[src/hdl/hop_channel_list_generator_core_macros.svh]
// assertion macros shared by the hop channel list generator rtl
// no dependencies; included by files that carry concurrent checks
`ifndef HOP_CHANNEL_LIST_GENERATOR_CORE_MACROS_SVH
`define HOP_CHANNEL_LIST_GENERATOR_CORE_MACROS_SVH

// same-cycle implication, disabled while reset is asserted
`define HCLG_ASSERT_NOW(lbl, clk, rst_n, ante, cons, msg) \
    lbl: assert property (@(posedge clk) disable iff (!rst_n) (ante) |-> (cons)) \
        else $error(msg);

// next-cycle implication, disabled while reset is asserted
`define HCLG_ASSERT_NEXT(lbl, clk, rst_n, ante, cons, msg) \
    lbl: assert property (@(posedge clk) disable iff (!rst_n) (ante) |=> (cons)) \
        else $error(msg);

`endif

[src/hdl/hclg_pkg.sv]
// types and constants for the hop channel list generator
// no dependencies; imported by every module of the block
package hclg_pkg;

    localparam logic [31:0] LCG_MUL     = 32'h0019_660D;
    localparam logic [31:0] LCG_ADD     = 32'h3C6E_F35F;
    localparam logic [6:0]  RAW_SPAN    = 7'd73;
    localparam logic [6:0]  CHAN_OFFSET = 7'd3;
    localparam logic [4:0]  LIST_LEN    = 5'd23;
    localparam logic [6:0]  SPLIT_LO    = 7'd25;
    localparam logic [6:0]  SPLIT_HI    = 7'd49;
    localparam logic [3:0]  QUOTA_LO    = 4'd8;
    localparam logic [3:0]  QUOTA_MID   = 4'd7;
    localparam logic [3:0]  QUOTA_HI    = 4'd8;
    // floor(2^30 / 73): quotient estimate is exact or one low for 24-bit x
    localparam logic [23:0] RECIP_73    = 24'd14708792;
    localparam int          RECIP_SHIFT = 30;

    localparam int MUL_A_W = 32;
    localparam int MUL_B_W = 24;
    localparam int PROD_W  = MUL_A_W + MUL_B_W;
    localparam int X_W     = 24;
    localparam int Q_W     = 18;

    typedef enum logic [1:0] {
        PART_LO  = 2'd0,
        PART_MID = 2'd1,
        PART_HI  = 2'd2
    } t_part;

    typedef enum logic {
        MUL_LCG   = 1'b0,
        MUL_RECIP = 1'b1
    } t_mul_op;

    typedef struct packed {
        logic    en;
        t_mul_op op;
    } t_mul_ctrl;

    typedef enum logic [2:0] {
        ST_IDLE   = 3'd0,
        ST_LCG    = 3'd1,
        ST_RECIP  = 3'd2,
        ST_REDUCE = 3'd3,
        ST_CHECK  = 3'd4
    } t_hclg_state;

endpackage

[src/hdl/hclg_mul_unit.sv]
// shared registered multiply-add: lcg step and reciprocal multiply for mod 73
// depends on hclg_pkg
module hclg_mul_unit (
    input  logic                       i_clk,
    input  hclg_pkg::t_mul_ctrl        i_ctrl,
    input  logic [31:0]                i_seed,
    output logic [hclg_pkg::PROD_W-1:0] o_prod
);
    import hclg_pkg::*;

    logic [MUL_A_W-1:0] a;
    logic [MUL_B_W-1:0] b;
    logic [31:0]        c;
    logic [PROD_W-1:0]  r_prod;
    logic [PROD_W-1:0]  n_prod;

    // recip operand is the top 24 bits of the lcg state just computed
    always_comb begin
        case (i_ctrl.op)
            MUL_LCG: begin
                a = i_seed;
                b = LCG_MUL[MUL_B_W-1:0];
                c = LCG_ADD;
            end
            default: begin
                a = {8'd0, r_prod[31:8]};
                b = RECIP_73;
                c = 32'd0;
            end
        endcase
        n_prod = PROD_W'(a * b) + {{(PROD_W-32){1'b0}}, c};
    end

    always_ff @(posedge i_clk) begin
        if (i_ctrl.en) begin
            r_prod <= n_prod;
        end
    end

    assign o_prod = r_prod;

endmodule

[src/hdl/hclg_reduce.sv]
// finishes x mod 73 from the quotient estimate and classifies the subrange
// depends on hclg_pkg
module hclg_reduce (
    input  logic                   i_clk,
    input  logic                   i_en,
    input  logic [hclg_pkg::X_W-1:0] i_x,
    input  logic [hclg_pkg::Q_W-1:0] i_q,
    output logic [6:0]             o_raw,
    output hclg_pkg::t_part        o_part
);
    import hclg_pkg::*;

    logic [X_W-1:0] q_ext;
    logic [X_W-1:0] q_times;
    logic [X_W-1:0] diff;
    logic [7:0]     rem8;
    logic [6:0]     n_raw;
    t_part          n_part;
    logic [6:0]     r_raw;
    t_part          r_part;

    always_comb begin
        q_ext   = {{(X_W-Q_W){1'b0}}, i_q};
        // q * 73 as q*64 + q*8 + q
        q_times = (q_ext << 6) + (q_ext << 3) + q_ext;
        diff    = i_x - q_times;
        rem8    = diff[7:0];
        if (rem8 >= {1'b0, RAW_SPAN}) begin
            n_raw = 7'(rem8 - {1'b0, RAW_SPAN});
        end else begin
            n_raw = rem8[6:0];
        end
        if (n_raw < SPLIT_LO) begin
            n_part = PART_LO;
        end else if (n_raw < SPLIT_HI) begin
            n_part = PART_MID;
        end else begin
            n_part = PART_HI;
        end
    end

    always_ff @(posedge i_clk) begin
        if (i_en) begin
            r_raw  <= n_raw;
            r_part <= n_part;
        end
    end

    assign o_raw  = r_raw;
    assign o_part = r_part;

endmodule

[src/hdl/hop_channel_list_generator_core.sv]
// Hop channel list generator: one 32-bit radio id in, a list of 23 distinct hop channels out,
// in order, slot index 0 to 22, last_slot high on slot 22. The generator is seeded with the
// complement of the id and stepped as state = state * 0x19660D + 0x3C6EF35F; each draw's raw
// value is (state >> 8) mod 73 and is kept only if its parity differs from id bit 0, it is not
// yet in the list and its subrange (0..24, 25..48, 49..72) still has quota (8, 7, 8). Every
// draw goes through one shared registered multiplier twice (lcg step, then the reciprocal
// multiply of the mod 73 reduction), a reduce stage and a check state; a kept draw waits in
// the check state while the result transfer is held off by i_ready. The draw count depends
// on the id. A new id is taken only when the previous list is fully generated; the last
// result may still wait in the output register while the next id is taken.
// depends on hclg_pkg, hclg_mul_unit, hclg_reduce and the assertion macro header
module hop_channel_list_generator_core (
    input  logic        i_clk,
    input  logic        i_rst_n,
    // id channel
    input  logic        i_valid,
    output logic        o_ready,
    input  logic [31:0] i_radio_id,
    // channel list
    output logic        o_valid,
    input  logic        i_ready,
    output logic [6:0]  o_hop_channel,
    output logic [4:0]  o_slot_index,
    output logic        o_last_slot
);
    import hclg_pkg::*;

`include "hop_channel_list_generator_core_macros.svh"

    // sequencer
    t_hclg_state r_fsm;
    t_hclg_state n_fsm;

    // generator state and per-list bookkeeping
    logic [31:0]       r_seed;
    logic [X_W-1:0]    r_x;
    logic              r_par;
    logic [RAW_SPAN-1:0] r_used;
    logic [3:0]        r_quota_lo;
    logic [3:0]        r_quota_mid;
    logic [3:0]        r_quota_hi;
    logic [4:0]        r_count;

    // output register
    logic              r_ovalid;
    logic [6:0]        r_hop;
    logic [4:0]        r_slot;
    logic              r_last;

    // shared unit hookup
    t_mul_ctrl         mul_ctrl;
    logic [PROD_W-1:0] prod;
    logic              red_en;
    logic [6:0]        raw;
    t_part             part;

    // decode
    logic              start;
    logic              quota_ok;
    logic              keep;
    logic              out_free;
    logic              load_out;
    logic              last_now;

    hclg_mul_unit u_mul (
        .i_clk  (i_clk),
        .i_ctrl (mul_ctrl),
        .i_seed (r_seed),
        .o_prod (prod)
    );

    hclg_reduce u_reduce (
        .i_clk  (i_clk),
        .i_en   (red_en),
        .i_x    (r_x),
        .i_q    (prod[RECIP_SHIFT +: Q_W]),
        .o_raw  (raw),
        .o_part (part)
    );

    // draw acceptance test
    always_comb begin
        case (part)
            PART_LO:  quota_ok = (r_quota_lo != 4'd0);
            PART_MID: quota_ok = (r_quota_mid != 4'd0);
            PART_HI:  quota_ok = (r_quota_hi != 4'd0);
            default:  quota_ok = 1'b0;
        endcase
        keep     = (raw[0] != r_par) && !r_used[raw] && quota_ok;
        out_free = !r_ovalid || i_ready;
        last_now = (r_count == LIST_LEN - 5'd1);
    end

    // next state
    always_comb begin
        n_fsm = r_fsm;
        unique case (r_fsm)
            ST_IDLE: begin
                if (i_valid) begin
                    n_fsm = ST_LCG;
                end
            end
            ST_LCG:    n_fsm = ST_RECIP;
            ST_RECIP:  n_fsm = ST_REDUCE;
            ST_REDUCE: n_fsm = ST_CHECK;
            ST_CHECK: begin
                if (!keep) begin
                    n_fsm = ST_LCG;
                end else if (out_free) begin
                    n_fsm = last_now ? ST_IDLE : ST_LCG;
                end
            end
            default:   n_fsm = ST_IDLE;
        endcase
    end

    // sequencer outputs
    always_comb begin
        o_ready     = 1'b0;
        mul_ctrl.en = 1'b0;
        mul_ctrl.op = MUL_LCG;
        red_en      = 1'b0;
        load_out    = 1'b0;
        unique case (r_fsm)
            ST_IDLE: begin
                o_ready = 1'b1;
            end
            ST_LCG: begin
                mul_ctrl.en = 1'b1;
                mul_ctrl.op = MUL_LCG;
            end
            ST_RECIP: begin
                mul_ctrl.en = 1'b1;
                mul_ctrl.op = MUL_RECIP;
            end
            ST_REDUCE: begin
                red_en = 1'b1;
            end
            ST_CHECK: begin
                load_out = keep && out_free;
            end
            default: begin
                o_ready = 1'b0;
            end
        endcase
    end

    assign start = i_valid && o_ready;

    always_ff @(posedge i_clk) begin
        if (!i_rst_n) begin
            r_fsm       <= ST_IDLE;
            r_ovalid    <= 1'b0;
            r_count     <= 5'd0;
            r_used      <= '0;
            r_quota_lo  <= QUOTA_LO;
            r_quota_mid <= QUOTA_MID;
            r_quota_hi  <= QUOTA_HI;
        end else begin
            r_fsm <= n_fsm;
            if (start) begin
                // fresh list: clear map and counters
                r_count     <= 5'd0;
                r_used      <= '0;
                r_quota_lo  <= QUOTA_LO;
                r_quota_mid <= QUOTA_MID;
                r_quota_hi  <= QUOTA_HI;
            end else if (load_out) begin
                r_count     <= r_count + 5'd1;
                r_used[raw] <= 1'b1;
                case (part)
                    PART_LO:  r_quota_lo  <= r_quota_lo - 4'd1;
                    PART_MID: r_quota_mid <= r_quota_mid - 4'd1;
                    PART_HI:  r_quota_hi  <= r_quota_hi - 4'd1;
                    default:  r_quota_hi  <= r_quota_hi;
                endcase
            end
            if (load_out) begin
                r_ovalid <= 1'b1;
            end else if (i_ready) begin
                r_ovalid <= 1'b0;
            end
        end
    end

    // payload registers
    always_ff @(posedge i_clk) begin
        if (start) begin
            r_seed <= ~i_radio_id;
            r_par  <= i_radio_id[0];
        end else if (r_fsm == ST_RECIP) begin
            // lcg result is in the multiplier register this cycle
            r_seed <= prod[31:0];
            r_x    <= prod[31:8];
        end
        if (load_out) begin
            r_hop  <= raw + CHAN_OFFSET;
            r_slot <= r_count;
            r_last <= last_now;
        end
    end

    assign o_valid       = r_ovalid;
    assign o_hop_channel = r_hop;
    assign o_slot_index  = r_slot;
    assign o_last_slot   = r_last;

    // every listed channel used exactly one quota unit and one map bit
    `HCLG_ASSERT_NOW(a_quota_total, i_clk, i_rst_n, r_fsm != ST_IDLE, ({1'b0, r_count} + {2'b0, r_quota_lo} + {2'b0, r_quota_mid} + {2'b0, r_quota_hi}) == 6'd23, "quota and slot count disagree")
    `HCLG_ASSERT_NOW(a_map_count, i_clk, i_rst_n, r_fsm != ST_IDLE, $countones(r_used) == 32'(r_count), "used map and slot count disagree")
    `HCLG_ASSERT_NOW(a_raw_range, i_clk, i_rst_n, r_fsm == ST_CHECK, raw < RAW_SPAN, "reduced draw out of range")
    `HCLG_ASSERT_NEXT(a_last_ends, i_clk, i_rst_n, load_out && last_now, r_fsm == ST_IDLE && o_valid && o_last_slot, "list did not end on last slot")

endmodule

[config.mk]
export PLATFORM = sky130hd
export DESIGN_NAME = hop_channel_list_generator_core
export DESIGN_NICKNAME = d
export VERILOG_FILES = /design/src/hdl/hclg_pkg.sv /design/src/hdl/hclg_mul_unit.sv /design/src/hdl/hclg_reduce.sv /design/src/hdl/hop_channel_list_generator_core.sv
export VERILOG_INCLUDE_DIRS = /design/src /design/src/hdl
export SDC_FILE = /design/constraint.sdc
export NUM_CORES = 1
export LEC_CHECK = 0
export BUFFER_PORTS_ARGS = -buffer_cell sky130_fd_sc_hd__buf_2
export CAP_MARGIN = 25
export CORE_MARGIN = 4
export CORE_UTILIZATION = 70
export DETAILED_ROUTE_END_ITERATION = 8
export PLACE_DENSITY = 0.95
export SLEW_MARGIN = 10
export SYNTH_ARGS = -nofsm -noshare
export SYNTH_HDL_FRONTEND = slang
export SYNTH_SLANG_ARGS = --single-unit
[constraint.sdc]
create_clock -name i_clk -period 20.4 [get_ports i_clk]
set_input_delay 2.04 -clock i_clk [delete_from_list [all_inputs] [get_ports i_clk]]
set_output_delay 2.04 -clock i_clk [all_outputs]
set_load 0.05 [all_outputs]
==> reports/results.ini, run 1 <==
[synthesis]
syn_inst = 2107
async_flop_share_pct = 0
ys_seq_area_share_pct = 22.9
ys_types = 88
synth_top_flop_cell = edfxtp_1
synth_edf_count = 101
ys_ff_latch = 195
syn_avg_cell_area_um2 = 10.2
yosysWarnings = 0
synth_area_mm2 = 0.0214

[run_status]
status = finished, final reports clean

[hold_path]
min_path_type = flip-flop to flip-flop
holdCritStartpoint = r_used[62]
hold_depth = 2
min_to = r_used[62]

[global_routing]
gr-total-overflow = 0
grt_pass1_wl_mm = 88.6
antenna_found_initial = 1
grt_max_degree = 84
grt_pass1_vias = 16800
track_usage_pct = 34.3

[floorplan]
ios = 51
rows = 63
die_area_mm2 = 0.0335
fp.dieH_um = 183
core_area_mm2 = 0.0299
start_util_pct = 71.7
die_x_um = 183

[cells_and_area]
nNetsFinal = 2749
fill_cells = 1804
regArea_mm2 = 0.00491
multi_input_comb_area_mm2 = 0.0144
finalNonFillerCells = 2561
syn_to_final_growth_pct = 6.12
drive_above_1_share_pct = 7.14

[critical_path]
worstPathRequired_ns = 20.62
regToRegEndpoint = u_mul.o_prod[37]
r2r_cells = 27
r2r_slack_ns = 11.35
endpoint_kind = flip-flop
timing.rr.start = r_fsm[1]
crit_arrival_ns = 9.27
worstSetupPathType = flip-flop to flip-flop
crit_fanout = 45
start_kind = flip-flop
crit_start = r_fsm[1]

[detailed_routing]
firstDrtPassIters = 6
wirelength_mm = 54.9
drtIter0Drc = 1682
postRouteAntennaNets = 0
drc = 0
vias_per_cell = 6.06
vias = 15500
routedWlPerCell_um = 21.4

[clock_network]
htreeDepth = 4
post_cts_buffers = 0
cts_buffers = 17
cts-root-buf = clkbuf_16
cts_tree = built
cts_sinks = 195
clkLatencyLatePin_ns = 0.48
hold_buffers = 0
cts_resized = 0
cts.path.max_buffers = 2
path_clk_slew_ns = 0.08

[timing]
fmax_mhz = 110
finalCritPeriodShare_pct = 44.4
finalClockSkew_ns = 0.0208
hold_violations = 0
slew_violations = 0
relSlewSlack_pct = 30.3
rsz0062_at_grt = no
tightest_slew_ns = 1.05
whs_ns = 0.449
setup_viol = 0
period_minus_slack_ns = 9.05
finalWorstSetupSlack_ns = 11.35
tns_ns = 0

[placed_design]
place_ws_ns = 11.48
post-place-cells = 2528
port_buffers = 50
gp_congestion = 1.04
dp.final_hpwl_mm = 44.2

[flow_run]
drv_cap = 0

## flip-flops by register name (all words and copies together) (netlist names)
register / flops
r_used: 73
u_mul.o_prod: 38
r_seed: 32
r_x: 8
o_hop_channel: 7
u_reduce.o_raw: 7
o_slot_index: 5
r_count: 5
r_quota_hi: 4
r_quota_lo: 4
r_quota_mid: 4
r_fsm: 3
u_reduce.o_part: 2
o_last_slot: 1
o_valid: 1
r_par: 1
## synth_stat cells, types with 33 or more instances
| master | n | area (um^2) |
|---|---|---|
| fa_1 | 318 | 6370 |
| ha_1 | 238 | 2980 |
| a21oi_1 | 33 | 165 |
| nand2_1 | 173 | 649 |
| nor2_1 | 65 | 244 |
| and2_1 | 44 | 275 |
| inv_1 | 510 | 1910 |
| o21ai_0 | 57 | 285 |
| xnor2_1 | 58 | 508 |
| o21ai_1 | 78 | 390 |
| dfxtp_1 | 94 | 1880 |
| edfxtp_1 | 101 | 3030 |
## kinds of logic after synthesis
| kind of cell | Yosys count | synth area share (%) |
|---|---|---|
| AOI/OAI and AO/OA | 268 | 7.84 |
| xor gates and xnor gates | 82 | 3.35 |
| buffers and inverters | 557 | 10.1 |
| muxes | 28 | 2.15 |
| DFF | 195 | 22.9 |
| adders and majority gates | 556 | 43.6 |
| other | 2 | 0.0351 |
| and+or+nand+nor | 419 | 9.99 |
## worst max-delay path by stage
stage	end	cells past startpoint
2_1_floorplan	u_mul.o_prod[37]	28
3_3_place_gp	u_mul.o_prod[37]	29
3_5_place_dp	u_mul.o_prod[37]	29
4_1_cts	u_mul.o_prod[37]	27
5_1_grt	u_mul.o_prod[37]	27
6_report	u_mul.o_prod[37]	27
## cells in the final DEF, fill, tap and decap left out, types with 43 or more instances in the layout
cell type / instances
edfxtp_1: 101
dfxtp_1: 94
fa_1: 318
ha_1: 238
o21ai_0: 57
nand2_1: 172
and2_1: 43
xnor2_1: 58
nor2_1: 64
o21ai_1: 78
buf_2: 50
inv_1: 510
## metrics by stage
step	cell area [um^2]	utilization (%)
after floorplan	21500	-
after global placement	22100	73.9
after detailed placement	22100	73.9
after CTS	22700	76.1
after global routing	22700	76.1
final	22700	76.1
## per-layer routing
| metal | up-vias | part of all wire, % | GRT usage (%) |
|---|---|---|---|
| met4 | 0 | 5.5 | 16.0 |
| li1 | 6778 | - | - |
| met5 | - | 0 | 0 |
| met1 | 7607 | 36 | 42.3 |
| met2 | 889 | 48 | 57.1 |
| met3 | 242 | 9.8 | 8.89 |
## critical path, cell delays in order (launching register included)
cell       delay, ns
dfxtp_1         0.49
nor3b_2         0.22
buf_4           0.54
inv_1           0.45
buf_4           0.37
and2_1          0.29
or2_2           0.34
inv_1           0.12
fa_1            0.45
fa_1            0.51
inv_1           0.04
ha_1            0.20
fa_1            0.55
inv_1           0.07
fa_1            0.54
inv_1           0.05
fa_1            0.52
fa_1            0.43
ha_1            0.34
a21oi_1         0.27
o211ai_1        0.16
a211oi_2        0.47
o21ai_0         0.24
a2111oi_1       0.45
buf_4           0.23
a21oi_1         0.10
a31oi_1         0.26
xnor2_1         0.09
## area by class of cell
cell class,instances,area share (%)
clock buffer,18,1.98
antenna,1,0.0110
inverter,513,8.53
tap,390,2.15
clock inverter,14,0.853
sequential,195,21.6
timing repair buffer,59,1.40
multi-input combinational,1371,63.5
Power of run 1 is not shown: default switching activity piles up to over one toggle a cycle in this logic, so the estimate is an artifact.
==> run 2, diff against run 1 <==
Settings changed: CORE_UTILIZATION 70 to 59, PLACE_DENSITY 0.95 to 0.9.
Clock period 20.4 ns to 7.9 ns, I/O delays scaled along.
==> reports/results.ini, run 2 (synthesis gave the netlist of run 1 again) <==
[run_status]
status = finished, final reports clean

[timing]
fmax_mhz = 131  ; +19%
slew_violations = 0  ; unchanged
finalClockSkew_ns = 0.0316  ; +0.0108 ns
finalCritPeriodShare_pct = 96.4  ; +52 points
hold_violations = 0  ; unchanged
finalWorstSetupSlack_ns = 0.288  ; -11.06 ns
relSlewSlack_pct = 31.4  ; +1.1 points
tightest_slew_ns = 1.03  ; -0.0169 ns
rsz0062_at_grt = yes
period_minus_slack_ns = 7.61  ; -1.44 ns
setup_viol = 0  ; unchanged

[floorplan]
core_area_mm2 = 0.0357  ; +19%
die_area_mm2 = 0.0394  ; +18%
ios = 51  ; unchanged
start_util_pct = 60.1  ; -12 points
rows = 69  ; +9.5%
fp.dieH_um = 199  ; +8.5%
die_x_um = 199  ; +8.5%

[detailed_routing]
routedWlPerCell_um = 20.6  ; -3.9%
firstDrtPassIters = 5  ; -1
drtIter0Drc = 1572  ; -6.5%
drc = 0  ; unchanged
postRouteAntennaNets = 0  ; unchanged
wirelength_mm = 55.0  ; +0.17%
vias_per_cell = 5.76  ; -4.9%
vias = 15400  ; -0.83%

[global_routing]
grt_max_degree = 91  ; +8.3%
grt_pass1_vias = 16600  ; -1.2%
track_usage_pct = 28.9  ; -5.4 points
gr-total-overflow = 0  ; unchanged
grt_pass1_wl_mm = 87.9  ; -0.74%
antenna_found_initial = 1  ; unchanged

[clock_network]
cts.path.max_buffers = 2  ; unchanged
path_clk_slew_ns = 0.08  ; about the same
clkLatencyLatePin_ns = 0.48  ; about the same
cts_tree = built
cts_buffers = 17  ; unchanged
htreeDepth = 4  ; unchanged
cts_sinks = 195  ; unchanged
hold_buffers = 0  ; unchanged
cts-root-buf = clkbuf_16

[cells_and_area]
largest_reg_flops = 73  ; unchanged
drive_above_1_share_pct = 9.17  ; +2.0 points
final_common_cell = inv_1
utilization_pct = 65.0  ; -11 points
regMostFlops = r_used
fill_cells = 2537  ; +41%
nNetsFinal = 2783  ; +1.2%
final_cell_mix = 508 x inv_1, 318 x fa_1, 238 x ha_1, 172 x nand2_1, 101 x edfxtp_1
finalNonFillerCells = 2670  ; +4.3%
syn_to_final_growth_pct = 8.12

[critical_path]
worstSetupPathType = flip-flop to flip-flop
crit_start = r_fsm[1]
crit_fanout = 32  ; -29%
worstPathRequired_ns = 8.10  ; -12.52 ns
crit_arrival_ns = 7.81  ; -1.46 ns
regToRegEndpoint = u_mul.o_prod[37]
start_kind = flip-flop
timing.rr.start = r_fsm[1]
r2r_cells = 24  ; -11%
r2r_slack_ns = 0.29  ; -11.06 ns
worstSetupEndpoint = u_mul.o_prod[37]
endpoint_kind = flip-flop

[placed_design]
dp.final_hpwl_mm = 44.4  ; +0.53%
post-place-cells = 2627  ; +3.9%
port_buffers = 50  ; unchanged
place_ws_ns = -0.0588  ; -11.54 ns
gp_congestion = 1.07  ; +2.8%

[flow_run]
drv_cap = 0  ; unchanged

[hold_path]
min_path_type = flip-flop to flip-flop
holdCritStartpoint = r_used[33]
hold_depth = 2  ; unchanged

run 2: through the flow:
step	TNS [ns]	instance area [um^2]	hold slack, ns
detailed placement	-0.0588	22400	0.440
finish	0	23200	0.448
floorplan	0	21500	0.424
CTS	0	23100	0.453
global route	-0.0437	23100	0.466
global placement	0	22400	0.432
run 2: repair_timing:
action,CTS,global route
hold endpoints to repair,0,0
gates resized for setup,2,16
cloned,1,1
endpoints found under the setup margin,1,9
pin swaps,0,4
setup buffers,0,4
run 2: critical path, cell delays in order, from the launching register on:
cell and delay, ns:
dfxtp_1 0.35, nor3b_4 0.34, inv_2 0.11, buf_6 0.20, and2_1 0.21, or2_2 0.36
fa_1 0.52, fa_1 0.52, fa_1 0.52, inv_1 0.06, fa_1 0.48, fa_1 0.53
fa_1 0.58, fa_1 0.63, inv_1 0.07, ha_1 0.34, or2_2 0.31, o31a_1 0.13
o41ai_2 0.08, a21oi_2 0.11, a2111oi_2 0.24, buf_4 0.22, a21oi_1 0.09, a31oi_1 0.24
xnor2_1 0.10
run 2: worst min path at each step:
stage / slack (ns) / to
detailed placement: 0.44 / r_used[4]
global placement: 0.43 / r_used[60]
floorplan: 0.42 / r_used[60]
finish: 0.45 / r_used[33]
CTS: 0.45 / r_used[70]
global route: 0.47 / r_used[55]
run 2: cell type report:
cell class / instances / area [um^2] / area share, %
multi-input cells: 1371 / 14500 / 62.5
flip-flops and latches: 195 / 4910 / 21.2
inverters: 513 / 1940 / 8.37
repair buffers: 93 / 629 / 2.72
well taps: 461 / 577 / 2.49
clock buffers: 18 / 429 / 1.85
clock inverters: 14 / 183 / 0.789
diodes: 5 / 12.5 / 0.0540
run 2: routing by layer:
| layer | GRT usage [%] | wire, um | vias up |
|---|---|---|---|
| met4 | 10.9 | 2310 | 0 |
| li1 | - | - | 6844 |
| met1 | 37.8 | 20900 | 7631 |
| met5 | 0 | 0 | - |
| met2 | 47.5 | 26200 | 747 |
| met3 | 6.67 | 5640 | 165 |
Power of run 2 is left out for the same reason.
==> run 3, diff against run 2 <==
Settings changed: BUFFER_PORTS_ARGS -buffer_cell sky130_fd_sc_hd__buf_2 to not set, CORE_MARGIN 4 to not set, CORE_UTILIZATION 59 to 60, DONT_BUFFER_PORTS set to 1.
==> reports/results.ini, run 3 (synthesis gave the netlist of run 1 again) <==
[critical_path]
worstSetupPathType = flip-flop to flip-flop
endpoint_kind = flip-flop
crit_arrival_ns = 7.82  ; about the same
start_kind = flip-flop
regToRegEndpoint = u_mul.o_prod[37]
timing.rr.start = r_fsm[1]
r2r_cells = 25  ; +4.2%
crit_fanout = 6  ; -81%
r2r_slack_ns = 0.28  ; about the same
worstPathRequired_ns = 8.11  ; about the same

[timing]
fmax_mhz = 131  ; about the same
tightest_slew_ns = 1.06  ; +0.0274 ns
relSlewSlack_pct = 29.6  ; -1.8 points
finalClockSkew_ns = 0.0206  ; -0.0111 ns
finalCritPeriodShare_pct = 96.4  ; about the same
setup_viol = 0  ; unchanged
period_minus_slack_ns = 7.62  ; +0.00416 ns
hold_violations = 0  ; unchanged
slew_violations = 0  ; unchanged

[placed_design]
gp_congestion = 1.08  ; +0.29%
port_buffers = 0  ; -100%
post-place-cells = 2581  ; -1.8%
dp.final_hpwl_mm = 45.0  ; +1.4%

[hold_path]
min_to = r_par
min_path_type = primary input to flip-flop
holdCritStartpoint = i_radio_id[0]
hold_depth = 0  ; -2

[clock_network]
cts-root-buf = clkbuf_16
cts_tree = built
clkLatencyLatePin_ns = 0.47  ; about the same
path_clk_slew_ns = 0.09  ; about the same
cts_buffers = 17  ; unchanged
cts.path.max_buffers = 2  ; unchanged
cts_sinks = 195  ; unchanged
htreeDepth = 4  ; unchanged

[global_routing]
gr-total-overflow = 0  ; unchanged
grt_max_degree = 82  ; -9.9%
grt_pass1_vias = 16300  ; -1.6%
antenna_found_initial = 2  ; +1
track_usage_pct = 31.8  ; +2.9 points
grt_pass1_wl_mm = 87.5  ; -0.43%

[floorplan]
ios = 51  ; unchanged
core_area_mm2 = 0.0348  ; -2.4%
fp.dieH_um = 191  ; -3.8%
die_area_mm2 = 0.0365  ; -7.5%
die_x_um = 191  ; -3.8%
start_util_pct = 61.6  ; +1.5 points
rows = 68  ; -1.4%

[flow_run]
drv_cap = 0  ; unchanged

[run_status]
status = finished, final reports clean

[cells_and_area]
finalNonFillerCells = 2621  ; -1.8%
final_common_cell = inv_1
regMostFlops = r_used
largest_reg_flops = 73  ; unchanged
nNetsFinal = 2743  ; -1.4%
syn_to_final_growth_pct = 7.46
drive_above_1_share_pct = 7.58  ; -1.6 points
final_cell_mix = 508 x inv_1, 318 x fa_1, 236 x ha_1, 172 x nand2_1, 101 x edfxtp_1

[detailed_routing]
vias = 15200  ; -1.1%
drc = 0  ; unchanged
routedWlPerCell_um = 21.0  ; +2.1%
firstDrtPassIters = 5  ; unchanged
vias_per_cell = 5.81  ; +0.78%
wirelength_mm = 55.2  ; +0.26%
postRouteAntennaNets = 0  ; unchanged
drtIter0Drc = 1385  ; -12%

[run 3: changes by cell type in the layout (fill, tap and decap cells not counted), moves of 3 or more]
cell and change:
inv_12 +3, buf_2 -50, diode_2 -3, clkinv_8 -4, buf_4 +10
[run 3: worst max-delay path by stage]
stage / from / to
5_1_grt: r_fsm[1] / u_mul.o_prod[37]
6_report: r_fsm[1] / u_mul.o_prod[37]
3_3_place_gp: r_fsm[0] / u_mul.o_prod[37]
3_5_place_dp: r_fsm[0] / u_mul.o_prod[37]
4_1_cts: r_fsm[0] / u_mul.o_prod[37]
2_1_floorplan: r_fsm[1] / u_mul.o_prod[37]
[run 3: metal layers]
| layer | GRT usage (%) | vias to the layer above | part of all wire (%) |
|---|---|---|---|
| met5 | 0 | - | 0.024 |
| met4 | 11.2 | 2 | 3.5 |
| met3 | 9.45 | 135 | 10 |
| met2 | 52.2 | 727 | 48 |
| met1 | 39.8 | 7588 | 38 |
| li1 | - | 6770 | - |
[run 3: worst max-delay path, cell delays in order (launching register included)]
cell       delay [ns]
dfxtp_1          0.36
nor3b_4          0.33
inv_2            0.11
and2_2           0.26
or2_2            0.32
fa_1             0.58
inv_1            0.07
fa_1             0.54
inv_1            0.06
fa_1             0.50
inv_1            0.05
fa_1             0.49
fa_1             0.52
fa_1             0.52
fa_1             0.56
inv_1            0.04
ha_1             0.36
inv_1            0.10
o31ai_1          0.11
o41ai_2          0.44
a21oi_2          0.12
a2111oi_2        0.29
buf_4            0.21
a21oi_1          0.09
a31oi_1          0.23
xnor2_1          0.08
[run 3: final cells by class]
type | count | area, um^2
Timing Repair Buffer | 53 | 445
Clock inverter | 13 | 168
Clock buffer | 19 | 475
Sequential cell | 195 | 4910
Antenna cell | 2 | 5.00
Fill cell | 2533 | 11800
Inverter | 513 | 1940
Tap cell | 455 | 569
Multi-Input combinational cell | 1371 | 14500
[run 3: what timing repair did]
item / in CTS / in global routing
setup endpoints to repair: 0 / 5
setup buffers: 0 / 3
resized for setup: 0 / 17
hold buffers: 0 / 0
[run 3: through the flow]
stage | instance area (um^2) | hold WS [ns] | util [%] | setup TNS (ns) | setup slack [ns]
2_1_floorplan | 21500 | 0.424 | - | 0 | 0.0975
5_1_grt | 23000 | 0.403 | 66.1 | -0.0418 | -0.0418
3_5_place_dp | 22200 | 0.441 | 63.9 | 0 | 0.226
6_report | 23000 | 0.413 | 66.2 | 0 | 0.284
3_3_place_gp | 22200 | 0.432 | 63.9 | 0 | 0.336
4_1_cts | 22900 | 0.410 | 65.7 | 0 | 0.162
Power of run 3 is left out for the same reason.
